$ cat src/hw/rtl/nwr_pkg.sv
`default_nettype none
// ----------------------------------------------------------------------------
// nwr_pkg: shared types and constants of the numeric word remover
// Character codes, classification functions, the drain sequencer state type
// and the command that starts a drain.
// ----------------------------------------------------------------------------
package nwr_pkg;

    localparam int CHAR_W = 8;

    localparam logic [CHAR_W-1:0] CH_SPACE   = 8'h20;
    localparam logic [CHAR_W-1:0] CH_PERIOD  = 8'h2E;
    localparam logic [CHAR_W-1:0] CH_COMMA   = 8'h2C;
    localparam logic [CHAR_W-1:0] CH_NEWLINE = 8'h0A;
    localparam logic [CHAR_W-1:0] CH_NUL     = 8'h00;
    localparam logic [CHAR_W-1:0] CH_UPPER_A = 8'h41;
    localparam logic [CHAR_W-1:0] CH_UPPER_Z = 8'h5A;
    localparam logic [CHAR_W-1:0] CH_LOWER_A = 8'h61;
    localparam logic [CHAR_W-1:0] CH_LOWER_Z = 8'h7A;
    localparam logic [CHAR_W-1:0] CH_DIGIT_0 = 8'h30;
    localparam logic [CHAR_W-1:0] CH_DIGIT_9 = 8'h39;

    typedef enum logic [1:0] {
        DR_IDLE,
        DR_READ,
        DR_WORD,
        DR_DELIM
    } drain_state_t;

    // Issued by the word tracker when a delimiter is transferred in.
    typedef struct packed {
        logic              start;
        logic              emit;
        logic              trunc;
        logic [CHAR_W-1:0] delim;
    } drain_cmd_t;

    function automatic logic is_delim(input logic [CHAR_W-1:0] c);
        return c inside {CH_SPACE, CH_PERIOD, CH_COMMA, CH_NEWLINE, CH_NUL};
    endfunction

    function automatic logic is_letter(input logic [CHAR_W-1:0] c);
        return c inside {[CH_UPPER_A:CH_UPPER_Z], [CH_LOWER_A:CH_LOWER_Z]};
    endfunction

    function automatic logic is_digit(input logic [CHAR_W-1:0] c);
        return c inside {[CH_DIGIT_0:CH_DIGIT_9]};
    endfunction

endpackage : nwr_pkg
`default_nettype wire

$ cat src/hw/rtl/numeric_word_remover_top.sv
`default_nettype none
// ----------------------------------------------------------------------------
// numeric_word_remover_top: character filter that deletes numeric words
// Buffers each word, then on a delimiter drains the word (unless it holds a
// digit and no letter) followed by the delimiter itself.
// ----------------------------------------------------------------------------
// A non-delimiter byte produces no output and leaves the block ready for
// the next byte. A delimiter (space, period, comma, newline or the zero
// byte) starts a drain during which the block takes no input: with a word
// to emit, the drain first reads the word buffer, then sends the stored
// bytes one per cycle out of its single read port while m_ready is high,
// then the delimiter; otherwise only the delimiter goes out. Stalls on the
// result side lengthen the drain. Bytes beyond WORD_MAX in a word are
// dropped, and every transfer of that burst carries m_truncated. m_last
// marks the delimiter. The result is presented straight from the sequencer
// and the RAM's output register, and it holds while m_ready is low.
// ----------------------------------------------------------------------------
module numeric_word_remover_top
    import nwr_pkg::*;
#(
    parameter int WORD_MAX = 32
) (
    input  wire logic              aclk,
    input  wire logic              aresetn,
    input  wire logic              s_valid,
    output logic                   s_ready,
    input  wire logic [CHAR_W-1:0] s_ch,
    output logic                   m_valid,
    input  wire logic              m_ready,
    output logic [CHAR_W-1:0]      m_out_ch,
    output logic                   m_last,
    output logic                   m_truncated
);

    localparam int LEN_W  = $clog2(WORD_MAX + 1);
    localparam int ADDR_W = (WORD_MAX > 1) ? $clog2(WORD_MAX) : 1;

    // Word tracking state: length so far and what kinds of characters
    // have been seen in the current word.
    logic [LEN_W-1:0] word_len_reg, word_len_next;
    logic             saw_letter_reg, saw_letter_next;
    logic             saw_digit_reg, saw_digit_next;
    logic             overflowed_reg, overflowed_next;

    logic              s_xfer;
    logic              in_delim;
    logic              has_room;
    logic              emit;
    drain_cmd_t        cmd;
    logic              drain_idle;
    logic              ram_we;
    logic              ram_re;
    logic [ADDR_W-1:0] ram_raddr;
    logic [CHAR_W-1:0] ram_rdata;

    // Input is taken only while no drain is in progress.
    assign s_ready  = drain_idle;
    assign s_xfer   = s_valid && s_ready;
    assign in_delim = is_delim(s_ch);
    assign has_room = (word_len_reg < LEN_W'(WORD_MAX));

    // A word is emitted unless it is empty or purely numeric. Words made
    // only of symbols have neither flag set and therefore go out.
    assign emit = !(saw_digit_reg && !saw_letter_reg) && (word_len_reg != '0);

    assign cmd.start = s_xfer && in_delim;
    assign cmd.emit  = emit;
    assign cmd.trunc = emit && overflowed_reg;
    assign cmd.delim = s_ch;

    assign ram_we = s_xfer && !in_delim && has_room;

    always_comb begin
        word_len_next   = word_len_reg;
        saw_letter_next = saw_letter_reg;
        saw_digit_next  = saw_digit_reg;
        overflowed_next = overflowed_reg;
        if (s_xfer) begin
            if (in_delim) begin
                // The drain has latched what it needs; start a fresh word.
                word_len_next   = '0;
                saw_letter_next = 1'b0;
                saw_digit_next  = 1'b0;
                overflowed_next = 1'b0;
            end else begin
                // Dropped bytes still count toward the letter and digit flags.
                if (is_letter(s_ch)) begin
                    saw_letter_next = 1'b1;
                end
                if (is_digit(s_ch)) begin
                    saw_digit_next = 1'b1;
                end
                if (has_room) begin
                    word_len_next = word_len_reg + LEN_W'(1);
                end else begin
                    overflowed_next = 1'b1;
                end
            end
        end
    end

    always_ff @(posedge aclk) begin
        if (!aresetn) begin
            word_len_reg   <= '0;
            saw_letter_reg <= 1'b0;
            saw_digit_reg  <= 1'b0;
            overflowed_reg <= 1'b0;
        end else begin
            word_len_reg   <= word_len_next;
            saw_letter_reg <= saw_letter_next;
            saw_digit_reg  <= saw_digit_next;
            overflowed_reg <= overflowed_next;
        end
    end

    // Word buffer. Written while collecting, read only by the drain, and
    // the two never overlap because input is held off during a drain.
    nwr_ram #(
        .DATA_W (CHAR_W),
        .DEPTH  (WORD_MAX)
    ) u_word_ram (
        .aclk  (aclk),
        .we    (ram_we),
        .waddr (word_len_reg[ADDR_W-1:0]),
        .wdata (s_ch),
        .re    (ram_re),
        .raddr (ram_raddr),
        .rdata (ram_rdata)
    );

    nwr_drain #(
        .WORD_MAX (WORD_MAX)
    ) u_drain (
        .aclk        (aclk),
        .aresetn     (aresetn),
        .cmd         (cmd),
        .cmd_len     (word_len_reg),
        .idle        (drain_idle),
        .ram_re      (ram_re),
        .ram_raddr   (ram_raddr),
        .ram_rdata   (ram_rdata),
        .m_valid     (m_valid),
        .m_ready     (m_ready),
        .m_out_ch    (m_out_ch),
        .m_last      (m_last),
        .m_truncated (m_truncated)
    );

`ifndef NO_ASSERTIONS
    // Input and output sides are never active together.
    a_exclusive: assert property (@(posedge aclk) disable iff (!aresetn)
        !(s_ready && m_valid))
        else $error("input ready while a result is presented");

    // A delimiter transfer starts a drain and clears the word tracker.
    a_delim_clears: assert property (@(posedge aclk) disable iff (!aresetn)
        (s_valid && s_ready && is_delim(s_ch)) |=>
            (!s_ready && word_len_reg == '0 && !overflowed_reg))
        else $error("delimiter did not start a drain or clear the word");

    // The stored length never exceeds the buffer depth.
    a_len_bound: assert property (@(posedge aclk) disable iff (!aresetn)
        word_len_reg <= LEN_W'(WORD_MAX))
        else $error("word length beyond buffer depth");

    // Overflow is only ever flagged on a full buffer.
    a_ovf_full: assert property (@(posedge aclk) disable iff (!aresetn)
        overflowed_reg |-> (word_len_reg == LEN_W'(WORD_MAX)))
        else $error("overflow flagged with room left");
`endif

endmodule : numeric_word_remover_top
`default_nettype wire

$ cat src/hw/rtl/nwr_ram.sv
`default_nettype none
// ----------------------------------------------------------------------------
// nwr_ram: generic single-port-write, single-port-read RAM
// One write and one registered read per cycle. Read data holds while the
// read enable is low.
// ----------------------------------------------------------------------------
module nwr_ram #(
    parameter int DATA_W = 8,
    parameter int DEPTH  = 32
) (
    input  wire logic                                    aclk,
    input  wire logic                                    we,
    input  wire logic [(DEPTH > 1 ? $clog2(DEPTH) : 1)-1:0] waddr,
    input  wire logic [DATA_W-1:0]                       wdata,
    input  wire logic                                    re,
    input  wire logic [(DEPTH > 1 ? $clog2(DEPTH) : 1)-1:0] raddr,
    output logic      [DATA_W-1:0]                       rdata
);

    logic [DATA_W-1:0] mem_reg [DEPTH];

    always_ff @(posedge aclk) begin
        if (we) begin
            mem_reg[waddr] <= wdata;
        end
        if (re) begin
            rdata <= mem_reg[raddr];
        end
    end

endmodule : nwr_ram
`default_nettype wire

$ cat src/hw/rtl/nwr_drain.sv
`default_nettype none
// ----------------------------------------------------------------------------
// nwr_drain: word drain sequencer
// Reads the buffered word, if it is to be emitted, out of the RAM one byte
// per transfer and then presents the delimiter that ended it.
// ----------------------------------------------------------------------------
module nwr_drain
    import nwr_pkg::*;
#(
    parameter int WORD_MAX = 32
) (
    input  wire logic                                             aclk,
    input  wire logic                                             aresetn,
    input  wire drain_cmd_t                                       cmd,
    input  wire logic [$clog2(WORD_MAX+1)-1:0]                    cmd_len,
    output logic                                                  idle,
    output logic                                                  ram_re,
    output logic [(WORD_MAX > 1 ? $clog2(WORD_MAX) : 1)-1:0]      ram_raddr,
    input  wire logic [CHAR_W-1:0]                                ram_rdata,
    output logic                                                  m_valid,
    input  wire logic                                             m_ready,
    output logic [CHAR_W-1:0]                                     m_out_ch,
    output logic                                                  m_last,
    output logic                                                  m_truncated
);

    localparam int LEN_W  = $clog2(WORD_MAX + 1);
    localparam int ADDR_W = (WORD_MAX > 1) ? $clog2(WORD_MAX) : 1;

    drain_state_t      state_reg, state_next;
    logic [LEN_W-1:0]  idx_reg, idx_next;
    logic [LEN_W-1:0]  cnt_reg, cnt_next;
    logic              trunc_reg, trunc_next;
    logic [CHAR_W-1:0] delim_reg, delim_next;
    logic [LEN_W-1:0]  idx_inc;
    logic              last_byte;

    assign idx_inc   = idx_reg + LEN_W'(1);
    assign last_byte = (idx_inc == cnt_reg);

    always_ff @(posedge aclk) begin
        if (!aresetn) begin
            state_reg <= DR_IDLE;
        end else begin
            state_reg <= state_next;
        end
        idx_reg   <= idx_next;
        cnt_reg   <= cnt_next;
        trunc_reg <= trunc_next;
        delim_reg <= delim_next;
    end

    // Next state and counters.
    always_comb begin
        state_next = state_reg;
        idx_next   = idx_reg;
        cnt_next   = cnt_reg;
        trunc_next = trunc_reg;
        delim_next = delim_reg;
        case (state_reg)
            DR_IDLE: begin
                if (cmd.start) begin
                    idx_next   = '0;
                    cnt_next   = cmd_len;
                    trunc_next = cmd.trunc;
                    delim_next = cmd.delim;
                    state_next = cmd.emit ? DR_READ : DR_DELIM;
                end
            end
            DR_READ: begin
                state_next = DR_WORD;
            end
            DR_WORD: begin
                if (m_ready) begin
                    idx_next   = idx_inc;
                    state_next = last_byte ? DR_DELIM : DR_WORD;
                end
            end
            DR_DELIM: begin
                if (m_ready) begin
                    state_next = DR_IDLE;
                end
            end
            default: begin
                state_next = DR_IDLE;
            end
        endcase
    end

    // Outputs. In the word state the next byte is fetched as soon as the
    // current one is taken, so bytes leave at one per cycle while m_ready is high.
    always_comb begin
        idle        = 1'b0;
        ram_re      = 1'b0;
        ram_raddr   = idx_reg[ADDR_W-1:0];
        m_valid     = 1'b0;
        m_out_ch    = delim_reg;
        m_last      = 1'b0;
        m_truncated = trunc_reg;
        case (state_reg)
            DR_IDLE: begin
                idle = 1'b1;
            end
            DR_READ: begin
                ram_re = 1'b1;
            end
            DR_WORD: begin
                m_valid   = 1'b1;
                m_out_ch  = ram_rdata;
                ram_raddr = idx_inc[ADDR_W-1:0];
                ram_re    = m_ready && !last_byte;
            end
            DR_DELIM: begin
                m_valid = 1'b1;
                m_last  = 1'b1;
            end
            default: begin
                idle = 1'b0;
            end
        endcase
    end

endmodule : nwr_drain
`default_nettype wire

$ cat config.mk
export PLATFORM = sky130hd
export DESIGN_NAME = numeric_word_remover_top
export DESIGN_NICKNAME = d
export VERILOG_FILES = /design/src/hw/rtl/nwr_pkg.sv /design/src/hw/rtl/numeric_word_remover_top.sv /design/src/hw/rtl/nwr_ram.sv /design/src/hw/rtl/nwr_drain.sv
export SDC_FILE = /design/constraint.sdc
export NUM_CORES = 1
export LEC_CHECK = 0
export CORE_MARGIN = 1
export CORE_UTILIZATION = 65
export CTS_BUF_LIST = sky130_fd_sc_hd__clkbuf_4 sky130_fd_sc_hd__clkbuf_8
export CTS_CLUSTER_SIZE = 30
export DETAILED_ROUTE_END_ITERATION = 8
export DONT_BUFFER_PORTS = 1
export PLACE_DENSITY_LB_ADDON = 0.1
export RECOVER_POWER = 25
export SKIP_CTS_REPAIR_TIMING = 1
export SYNTH_ARGS = -nofsm -noshare
export SYNTH_HDL_FRONTEND = slang
export SYNTH_SLANG_ARGS = --single-unit
$ cat constraint.sdc
create_clock -name aclk -period 3.9 [get_ports aclk]
set_clock_uncertainty 0.2 [all_clocks]
set_input_delay 0.39 -clock aclk [delete_from_list [all_inputs] [get_ports aclk]]
set_output_delay 0.39 -clock aclk [all_outputs]
set_load 0.005 [all_outputs]
==> results of run 1 <==
-- per-stage QoR --
step | setup slack, ns | total power [mW] | instances | utilization [%] | hold WS (ns)
5_1_grt | 0.222 | 10.1 | 1325 | 72.4 | 0.00900
3_5_place_dp | 0.434 | 7.14 | 1221 | 67.6 | 0.261
3_3_place_gp | 0.608 | 7.04 | 1221 | 67.6 | 0.251
4_1_cts | 0.408 | 9.66 | 1307 | 71.7 | -0.308
6_report | 0.428 | 9.73 | 1325 | 72.4 | -0.00879
2_1_floorplan | 1.37 | 6.49 | 980 | - | 0.206
-- how the worst min path moves through the flow --
stage	start	endpoint	slack, ns	depth (start not counted)
2_1_floorplan	word_len_reg[2]	u_drain.cnt_reg[2]	0.21	0
3_3_place_gp	overflowed_reg	overflowed_reg	0.25	2
3_5_place_dp	overflowed_reg	overflowed_reg	0.26	2
4_1_cts	s_ch[0]	u_word_ram.mem_reg[8][0]	-0.31	0
5_1_grt	s_valid	u_drain.state_reg[1]	0.009	3
6_report	s_ch[3]	saw_letter_reg	-0.009	3
-- power breakdown --
| group | internal, mW | switching [mW] | leakage (nW) |
|---|---|---|---|
| clock | 1.36 | 1.20 | 0.482 |
| combinational | 1.54 | 1.93 | 2.51 |
| sequential | 3.62 | 0.0850 | 2.67 |
-- Yosys cell counts, types with 3 or more instances --
cell type	number	share of area, %
edfxtp_1	285	58
mux2i_1	269	18
nor2_1	73	1.9
a22o_1	31	1.8
mux4_2	30	4.6
nor3_1	28	0.95
buf_4	22	1.1
buf_2	20	0.68
nand2_1	18	0.46
mux2_2	17	1.3
a22oi_1	14	0.71
nor2b_1	12	0.51
clkbuf_1	11	0.28
dfxtp_1	11	1.5
buf_6	9	0.69
ha_1	9	0.76
o221ai_1	9	0.54
a31o_1	8	0.48
inv_1	8	0.20
nand3_1	8	0.27
o22ai_1	8	0.34
a21oi_1	6	0.20
a31oi_1	5	0.21
and2_1	4	0.17
o21ai_0	4	0.14
xnor2_1	4	0.24
xor2_1	4	0.24
a2111oi_0	3	0.18
and3_1	3	0.13
nand3b_1	3	0.15
o21a_1	3	0.15
o21ai_1	3	0.10
o2bb2ai_1	3	0.18
-- metal layers --
layer | vias to the layer above | routed length, um
met3 | 95 | 2200
met2 | 309 | 17000
met4 | 0 | 1350
met1 | 4488 | 14700
met5 | - | 0
li1 | 3931 | -
-- cell families (layout without fill, tap and decap cells) --
| group | Yosys count | in the layout | share of synthesized area (%) |
|---|---|---|---|
| buffers and inverters | 73 | 138 | 3.16 |
| xor gates and xnor gates | 12 | 12 | 1.05 |
| muxes | 316 | 316 | 24.2 |
| DFF | 296 | 296 | 59.6 |
| and+or+nand+nor | 160 | 160 | 5.05 |
| AOI/OAI and AO/OA | 114 | 114 | 6.18 |
| adders and majority gates | 9 | 9 | 0.765 |
-- worst min-delay path, delay by kind of cell --
family / cells / cell delay, ns
compound gates: 2 / 0.25
simple gates: 1 / 0.06
-- layout make-up --
class	instances	area share, %
Sequential cell	296	55.1
Multi-Input combinational cell	611	34.5
Clock buffer	63	4.89
Timing Repair Buffer	44	2.38
Tap cell	280	2.20
Clock inverter	23	0.761
Inverter	8	0.188
==> results summary, run 1 <==
The first-iteration detailed-routing DRC count is ~710. The number of H-tree branching levels came out at 2. The maximum count of clock buffers along a single path came out at 3. The portion of the post-synthesis area used by sequential elements is ~60%.

The worst endpoint data arrival time came out at 3.70 ns. The width of the die came out at ~150 um. The tree is rooted in a clkbuf_8. The number of warnings issued by yosys came out at 0. Measured along the y axis, the die boundary spans 153 um.

The most critical setup path has its startpoint at u_drain.state_reg[0]. The maximum fanout encountered on the critical timing path came out at 55. In this run, synthesis inferred about 290 flip-flops with an integrated enable. The startpoint of the worst-slack reg-to-reg timing path is u_drain.state_reg[0]. The layout overhead on the synthesized area is 8.28%. The routed via count divided by cell count came out at around 6.7. The initial antenna violation count is 0.

The via count of the first global-routing pass came to a little under 9000. The floorplan has 54 rows. The library cell used most frequently in the layout, excluding fill and tap cells, is edfxtp_1. In the routed design, unresolved DRC markers number 0. The number of vias in the routed layout is between 8000 and 9000.

Broken down by cell family, the worst path's largest delay share belongs to compound AO/OA/AOI/OAI gates. The launching element type of the critical path is a flip-flop. Counting distinct cell types in the post-synthesis netlist gives between 60 and 70. The core box area came out at ~22000 sq um.

The net count of the finished layout is between 1000 and 1500. After routing the design area is 15900 sq um. The critical path goes through inv_1 > ha_4 > a21boi_2 > o21ai_1 > o221ai_1 > nor3_1 > a31o_1. The setup path with the least slack is of type reg2reg. The number of fill cells in the layout came out at 1447. The final count of pins violating max slew came out at roughly 250. The hold violation total from the final report came out at 1.

The cell count after synthesis came out at 980. The initial cell density of the core is between 60% and 70%. The total iterations of the first detailed-routing run came out at 5. The flop and latch count out of synthesis came out at between 200 and 300. The later pin in the worst-skew pair is clocked with a latency of approximately 0.56 ns. The layer flagged by global routing as most heavily used is met2. The average detailed-routed wire length per instance is 26.6 um. The total clock sinks came out at ~300. For met2 alone, demand over resource in global routing was 47.6%. The slack of the worst reg-to-reg path came out at ~0.43 ns. For this run, the total global-route usage over all layers was measured as a little under 30%. The post-route antenna net violation count is 0. The overall overflow remaining after global route is 0. The class of the tightest hold or removal check is in2reg. For the final routed database, the setup TNS stands at 0 ns.

The count of pins on the block boundary came out at 24. The count of inserted antenna diode cells came out at 0. On the critical path, the stage with the largest delay is an instance of o21ai_1. After detailed routing, the total wire length is between 30000 and 40000 um. The last element of the critical path is u_word_ram.rdata[4].

The global-route met3 utilization came out at under 10%. The run finished, with violations left. In the final layout, the share of cells above drive strength 1 is roughly 15%. The mapped cell area is ~15000 sq um. The worst setup path is captured at a flip-flop. The TritonCTS clock tree is yes.

The leakage power summed over all cells is about 5.7 nW. The worst hold-check slack came out at -0.00879 ns. The endpoint identified for the worst register-to-register timing path is u_word_ram.rdata[4]. The total CTS buffers came out at between 40 and 50. The die covers roughly 23000 sq um. At the end of routability-driven placement, the weighted congestion stood at approximately 0.89. The quantity of I/O buffers inserted on ports came out at 0.

Among all flip-flop cells after synthesis, the most frequent one is edfxtp_1. The number of endpoints failing setup at the final stage came out at 0. Counting cells, the worst reg-to-reg path comes to 7. The first global-routing pass estimated between 50000 and 60000 um of wire.

The post-synth net total is ~1000. In this design, the stage delay of the slowest critical-path cell is ~0.89 ns. The number of buffer and inverter stages on the critical path came out at 1. The proportion of synthesized flip-flops having asynchronous set or reset came out at 0%. For this run, the top clock speed supported by timing is approximately 0.29 GHz.

In the layout the commonest cells are edfxtp_1 (285), mux2i_1 (269), nor2_1 (73), clkbuf_8 (49), a22o_1 (31). For met1 alone, demand over resource in global routing was 40.6%. The pin count of the biggest net entering global routing is around 120. The combined flip-flop and latch cell area came out at slightly below 9000 sq um.

The cell depth of the worst setup path came out at 7. Measured against its own limit, the worst slew margin works out to -29.0%. The checks that failed: negative hold slack, max-capacitance violations, max-slew violations. The worst path required time came out at around 4.1 ns. The post-place instance area came out at ~15000 sq um. The transition time at the pin with the least slew margin came out at about 1.9 ns. In the final layout, the multi-input gates occupy between 5000 and 6000 sq um. The clock-pin transition on the worst setup and hold timing paths came out at about 0.060 ns. The detailed-placement wirelength estimate is around 22000 um. The final cycle utilization of the critical path came out at a little under 90%. The register with the most flip-flops in the layout has 256 of them. The power density over cell area came out at 610 nW/um^2. The worst supply voltage drop on vdd came out at between 0.0004 and 0.0005 V.

The total of max-cap violations came out at 7. The synthesized area per cell is ~15 sq um. Setup repair after global routing left no endpoint under its margin. The time the final worst path needs with I/O delays and setup is approximately 3.5 ns.
(Power assumes the default switching activity.)
==> inputs of run 2 (changes only) <==
Settings changed: GPL_TIMING_DRIVEN set to 0.
==> run 2 against run 1 <==
  * The flow still finishes with violations (negative hold slack, max-capacitance violations, max-slew violations)
  * Design area increased by 0.67%
  * Global-route usage increased by 2.1 points
  * Combinational power increased by 13%
  * Sequential cell count unchanged
  * Sequential share of layout area decreased by 0.36 points
  * Clock-buffer cell count unchanged
  * First-iteration DRC count increased by 23%
  * Critical endpoint is now m_out_ch[2]
  * Worst hold slack got worse by 0.00054 ns
  * Non-clock buffer count increased by 39
  * Fmax decreased by 3.0%
  * Register-to-register slack got worse by 0.098 ns
  * Total power increased by 2.9%
==> results summary, run 2 (same netlist as run 1, synthesis figures left out) <==
The first-iteration detailed-routing DRC count was 878 (+23%). The first-pass GRT wire length came out at 53700 um (+4.7%). The clock network latency to the later pin of the worst-skew pair came out at 0.56 ns (about the same). The critical path starts at u_drain.state_reg[0]. The hold violation total from the final report came to 1 (unchanged). Traced cell by cell, the critical path runs through inv_1 > ha_1 > buf_2 > buf_4 > buf_4 > buf_2 > buf_2 > mux2_2. The number of H-tree branching levels is 2 (unchanged). The final count of pins violating max slew is 246 (+0.41%). In this design, the critical path's most frequently occurring cell is buf_2. The worst hold-check slack was -0.00934 ns (-0.000544 ns). The worst setup path is captured at an output port.

The headroom to the max-slew limit is -28.8% (+0.17 points). The critical path's slowest cell is mux2_2. The slack of the worst reg-to-reg path came out at 0.33 ns (-0.10 ns).

The overall fraction of global-route tracks in use came out at 31.7% (+2.1 points). The y dimension of the die came out at 153 um (unchanged). The worst path required time came out at 3.31 ns (-0.82 ns). The initial cell density of the core is 66.8% (unchanged). The worst supply voltage drop on vdd is 0.000395 V (-2.5%).

The worst endpoint data arrival time came out at 2.99 ns (-0.71 ns). The pin count of the biggest net entering global routing came to 40 (-65%). The via count of the first global-routing pass was 9161 (+3.7%). The time the final worst path needs with I/O delays and setup is 3.58 ns (+0.109 ns). The category of the most critical setup path is reg2out. The number of cells on the worst reg-to-reg path came out at 8 (+1). The routability congestion estimate came out at 0.901 (+1.4%). The post-layout instance area came out at 16100 sq um (+0.67%). The count of pins on the block boundary is 24 (unchanged). The layout overhead on the synthesized area is 9.01%. The total of max-cap violations is 7 (unchanged).

The total negative slack for setup checks is 0 ns (unchanged). The class of the tightest hold or removal check is in2reg. The number of flip-flops in the largest register came to 256 (unchanged). The final reports fail on negative hold slack, max-capacitance violations, max-slew violations.

The overall die area is 23300 sq um (unchanged). The number of endpoints failing setup at the final stage came out at 0 (unchanged). The fraction of power spent switching nets came out at 34.5% (+1.5 points). The routed via count divided by cell count came out at 6.81 (+2.2%). The cell depth of the worst setup path was 8 (+1). In this run the critical register-to-register path is captured at u_word_ram.rdata[2]. The width of the die came out at 153 um (unchanged). The number of rows in the core area came out at 54 (unchanged). The critical path ends at m_out_ch[2].

The kind of cell with the highest combined delay along the critical path is buffers and inverters. The total clock sinks was 296 (unchanged). The maximum cell stage delay along the critical path came out at 0.43 ns (-0.46 ns). Setup repair after global routing left no endpoint under its margin. The startpoint identified for the worst register-to-register timing path is u_drain.idx_reg[0]. The run finished, with violations left.

The power share of the combinational group is 39.0% (+3.3 points). The power density over cell area is 624 nW/um^2 (+2.2%). The worst setup path is launched from a flip-flop. The total iterations of the first detailed-routing run came out at 9 (+4). The cell count after placement came to 1260 (+3.2%). The top achievable clock speed is 0.279 GHz (-3.0%). The initial antenna violation count is 0 (unchanged). The leakage power summed over all cells is 5.75 nW (+1.6%). The number of nets in the final layout came out at 1068 (+3.7%). The overall overflow remaining after global route came out at 0 (unchanged). The maximum fanout encountered on the critical timing path came out at 10 (-82%). TritonCTS built the clock tree. The total wire length after detailed routing came out at 37300 um (+6.0%). The quantity of I/O buffers inserted on ports is 0 (unchanged).

The core box area is 22000 sq um (unchanged). The number of vias in the routed layout is 9232 (+4.6%). The number of DRC violations after detailed routing was 0 (unchanged). The number of buffer and inverter stages on the critical path came to 6 (+5). The sequential share of power came out at 36.5% (-1.5 points). The final cycle utilization of the critical path came out at 91.8% (+2.8 points). The clock share of power came to 24.5% (-1.8 points). The clock-pin transition on the worst setup and hold timing paths came out at 0.05 ns (about the same).

The maximum count of clock buffers along a single path is 3 (unchanged). The post-route antenna net violation count is 0 (unchanged). The detailed-placement wirelength estimate is 23600 um (+9.1%). The count of inserted antenna diode cells was 0 (unchanged). The overall power of the completed layout was 10.0 mW (+2.9%). The power dissipated by switching net loads is 3.45 mW (+7.6%). The transition time at the pin with the least slew margin is 1.93 ns (-0.00256 ns).

The ratio of cells with drive above 1 in the final layout came out at 16.5% (+1.7 points). In the layout the commonest cells are edfxtp_1 (285), mux2i_1 (269), nor2_1 (73), clkbuf_8 (49), a22o_1 (31). The number of standard cells in the layout, taps in and fillers out was 1356 (+2.3%). The tree is rooted in a clkbuf_8. The cell internal power dissipation came to 6.56 mW (+0.59%). The post-place instance area came to 15100 sq um (+1.2%). The average detailed-routed wire length per instance came out at 27.5 um (+3.6%). The most common cell after layout, fill and taps aside is edfxtp_1. The total CTS buffers is 47 (-2.1%).
-- run 2: changes by cell type in the layout (fill, tap and decap cells not counted) --
cell,delta
buf_2,+20
clkbuf_1,+12
buf_6,+9
clkinv_1,-8
buf_12,-3
buf_1,+2
ha_1,+2
ha_4,-2
buf_4,-1
bufinv_16,-1
clkinv_2,+1
-- run 2: final cells by class --
class,instances,area [sq um]
Inverter,8,30.0
Clock buffer,63,779
Tap cell,280,350
Clock inverter,15,66.3
Sequential cell,296,8780
Timing Repair Buffer,18,130
Multi-Input combinational cell,611,5480
Fill cell,1423,5980
Buffer,65,435
-- run 2: how the worst min path moves through the flow --
stage / to / slack, ns / startpoint / cells after the start
2_1_floorplan: u_drain.cnt_reg[2] / 0.21 / word_len_reg[2] / 0
3_3_place_gp: u_drain.cnt_reg[4] / 0.21 / word_len_reg[4] / 0
3_5_place_dp: u_drain.cnt_reg[4] / 0.22 / word_len_reg[4] / 0
4_1_cts: u_word_ram.mem_reg[4][5] / -0.29 / s_ch[5] / 0
5_1_grt: saw_letter_reg / 0.02 / s_ch[4] / 3
6_report: u_drain.state_reg[1] / -0.009 / s_valid / 3
-- run 2: per-stage QoR --
stage               setup WS, ns  utilization (%)
finish                     0.319             72.9
global route               0.174             72.9
CTS                        0.343             72.3
detailed placement         0.512             68.4
global placement           0.463             68.4
floorplan                   1.37                -
-- run 2: power by group through the flow --
stage               Clock, mW  Combinational [mW]  Sequential (mW)
CTS                      2.44                3.78             3.65
global placement            0                3.73             3.72
floorplan                   0                2.78             3.71
finish                   2.45                3.91             3.66
global route             2.58                4.09             3.67
detailed placement          0                3.77             3.72
-- run 2: metal layers --
metal	part of all wire [%]	up-vias	wire length, um	global-route usage (%)
met4	4.2	0	1570	13.2
met3	9.1	95	3390	6.68
li1	-	4004	-	-
met5	0	-	0	0
met2	47	494	17400	50.1
met1	40	4639	15000	43.3
-- run 2: worst min-delay path, cell delays in order --
cell and delay [ns]:
a21boi_1 0.08, o21ai_0 0.16, a21boi_1 0.06
==> inputs of run 3 (changes only) <==
--- a/config.mk
+++ b/config.mk
@@ -16,3 +16,2 @@
 export RECOVER_POWER = 25
-export SKIP_CTS_REPAIR_TIMING = 1
 export SYNTH_ARGS = -nofsm -noshare
==> constraint.sdc (replaced) <==
create_clock -name aclk -period 3.9 [get_ports aclk]
set_clock_uncertainty 0.2 [all_clocks]
set_input_delay 0.195 -clock aclk [delete_from_list [all_inputs] [get_ports aclk]]
set_output_delay 0.195 -clock aclk [all_outputs]
set_load 0.005 [all_outputs]
==> run 3 against run 2 <==
  * The run ends with max-capacitance violations, max-slew violations left
  * Final cell count rose by 0.15%
  * Via count rose by 1.2%
  * Sequential power about the same
  * Highest routed layer unchanged
  * Register-to-register slack worse by 0.02 ns
  * First-iteration DRC count rose by 13%
  * Design area grew 0.75%
  * Clock power barely moved
  * Critical path type is now reg2reg
==> results summary, run 3 (same netlist as run 1, synthesis figures left out) <==
The detailed-placement wirelength estimate is 23600 um (unchanged). The headroom to the max-slew limit came out at -17.4% (+11 points). In the layout the commonest cells are edfxtp_1 (285), mux2i_1 (269), nor2_1 (72), clkbuf_8 (49), a22o_1 (31). The initial antenna violation count is 0 (unchanged). The hold violation total from the final report is 0 (-1). Setup repair after global routing left no endpoint under its margin. The first-iteration detailed-routing DRC count was 995 (+13%). The maximum count of clock buffers along a single path is 3 (unchanged). The number of standard cells in the layout, taps in and fillers out came out at 1358 (+0.15%). The core box area is 22000 sq um (unchanged). CTS placed an instance of clkbuf_8 at the clock tree root. The cell count after placement is 1260 (unchanged).

The top achievable clock speed came out at 0.279 GHz (-0.18%). The total wire length after detailed routing is 37300 um (about the same). The final cycle utilization of the critical path came to 92.0% (+0.17 points). The cell internal power dissipation is 6.57 mW (+0.12%). The number of rows in the core area is 54 (unchanged). The y dimension of the die came to 153 um (unchanged).

The number of fill cells in the layout is 1413 (-0.70%). The total CTS buffers came to 47 (unchanged). The uppermost layer routed is met4.

The maximum fanout encountered on the critical timing path is 10 (unchanged). The flow ran to the end, but the final reports show violations. The final reports fail on max-capacitance violations, max-slew violations.

The overall die area is 23300 sq um (unchanged). The nature of the critical path endpoint is a flip-flop. The pin count of the biggest net entering global routing came out at 38 (-5.0%). The worst supply voltage drop on vdd came out at 0.000397 V (+0.39%). The via count of the first global-routing pass came out at 9327 (+1.8%). TritonCTS built the clock tree. The quantity of I/O buffers inserted on ports is 0 (unchanged).

The worst path required time came to 4.11 ns (+0.80 ns). The total of max-cap violations came out at 2 (-5). The launching element type of the critical path is a flip-flop. The class of the tightest hold or removal check is in2reg.

The clock network latency to the later pin of the worst-skew pair is 0.55 ns (about the same). The fraction of power spent switching nets is 34.5% (+0.036 points). The overall fraction of global-route tracks in use is 32.5% (+0.87 points).

The post-route antenna net violation count is 0 (unchanged). The number of nets in the final layout was 1070 (+0.19%). The count of pins on the block boundary came out at 24 (unchanged). The total clock sinks is 296 (unchanged). The initial cell density of the core came out at 66.8% (unchanged). The met2 wire length came out at 17400 um (+0.47%).

The overall overflow remaining after global route came out at 0 (unchanged). The combined flip-flop and latch cell area came out at 8780 sq um (unchanged). The routability congestion estimate is 0.901 (unchanged).

The clock-pin transition on the worst setup and hold timing paths came out at 0.07 ns (+0.02 ns). The ratio of cells with drive above 1 in the final layout is 17.2% (+0.62 points). The wire length the detailed router placed on met1 is 15200 um (+1.0%). The number of DRC violations after detailed routing is 0 (unchanged).

The worst endpoint data arrival time is 3.79 ns (+0.80 ns). The worst setup path is of the reg2reg kind. The number of endpoints failing setup at the final stage came out at 0 (unchanged). The transition time at the pin with the least slew margin is 1.76 ns (-0.172 ns).

The number of vias in the routed layout came out at 9340 (+1.2%). The most common cell after layout, fill and taps aside is edfxtp_1. The power share of the combinational group is 39.1% (about the same). The amount of wire on met3 after detailed routing was 3200 um (-5.6%).

The final count of pins violating max slew is 72 (-71%). The total iterations of the first detailed-routing run is 7 (-2). The leakage power summed over all cells is 5.81 nW (+1.0%). The area growth from synthesis to layout is 9.82%. The number of flip-flops in the largest register came out at 256 (unchanged).

The power density over cell area is 620 nW/um^2 (-0.56%). The average detailed-routed wire length per instance came to 27.5 um (-0.19%). The routed via count divided by cell count is 6.88 (+1.0%). The total negative slack for setup checks was 0 ns (unchanged).

The sequential share of power came out at 36.4% (about the same). The power dissipated by switching net loads is 3.46 mW (+0.28%). The first-pass GRT wire length came out at 55100 um (+2.6%). The number of H-tree branching levels came out at 2 (unchanged). The total area of multi-input combinational cells is 5480 sq um (about the same). The width of the die is 153 um (unchanged). The count of inserted antenna diode cells came to 0 (unchanged). The time the final worst path needs with I/O delays and setup is 3.59 ns (+0.00654 ns). The clock share of power is 24.4% (about the same).
-- run 3: timing repair --
item | CTS | global route
endpoints found under the hold margin | 281 | 0
setup buffers | 0 | 0
gates resized for setup | 0 | 1
hold buffers | 20 | 0
endpoints found under the setup margin | 0 | 1
-- run 3: path summary, 6_finish.rpt --
kind	from	end	slack (ns)	cells after the start
max	u_drain.idx_reg[0]	u_word_ram.rdata[2]	0.31	8
max reg2reg	u_drain.idx_reg[0]	u_word_ram.rdata[2]	0.31	8
min	s_ch[2]	word_len_reg[1]	0.06	5
min reg2reg	word_len_reg[4]	u_drain.cnt_reg[4]	0.24	0
-- run 3: layout make-up --
type | count | area share, %
clock inverters | 15 | 0.410
multi-input cells | 611 | 33.9
clock buffers | 63 | 4.82
flip-flops and latches | 296 | 54.3
well taps | 280 | 2.17
repair buffers | 20 | 1.53
plain buffers | 65 | 2.69
inverters | 8 | 0.186
-- run 3: worst max-delay path: stages (launching register included) --
cell and delay, ns:
edfxtp_1 0.43, ha_1 0.21, buf_2 0.18, and3b_1 0.25, o21ai_1 0.73, buf_2 0.44, o221ai_1 0.17, nor3_1 0.57
a31o_1 0.25
-- run 3: layer usage --
layer,track usage (%),up-vias
met4,13.9,0
met2,51.8,509
li1,-,4016
met5,0,-
met3,6.34,102
met1,44.3,4713
-- run 3: metrics by stage --
| stage | instance area (sq um) | setup WS [ns] | power [mW] | hold WS, ns | util (%) |
|---|---|---|---|---|---|
| global placement | 15100 | 0.463 | 7.45 | 0.0957 | 68.4 |
| global route | 16200 | 0.268 | 10.4 | 0.129 | 73.4 |
| CTS | 16200 | 0.361 | 9.96 | 0.0253 | 73.6 |
| floorplan | 14700 | 1.37 | 6.49 | 0.0939 | - |
| detailed placement | 15100 | 0.512 | 7.49 | 0.0954 | 68.4 |
| finish | 16200 | 0.312 | 10.0 | 0.0608 | 73.4 |
-- run 3: power groups by stage --
stage          clock, mW  combinational, mW  sequential (mW)
6_report            2.45               3.93             3.66
5_1_grt             2.59               4.10             3.66
4_1_cts             2.44               3.86             3.65
3_5_place_dp           0               3.77             3.72
3_3_place_gp           0               3.73             3.72
2_1_floorplan          0               2.78             3.71
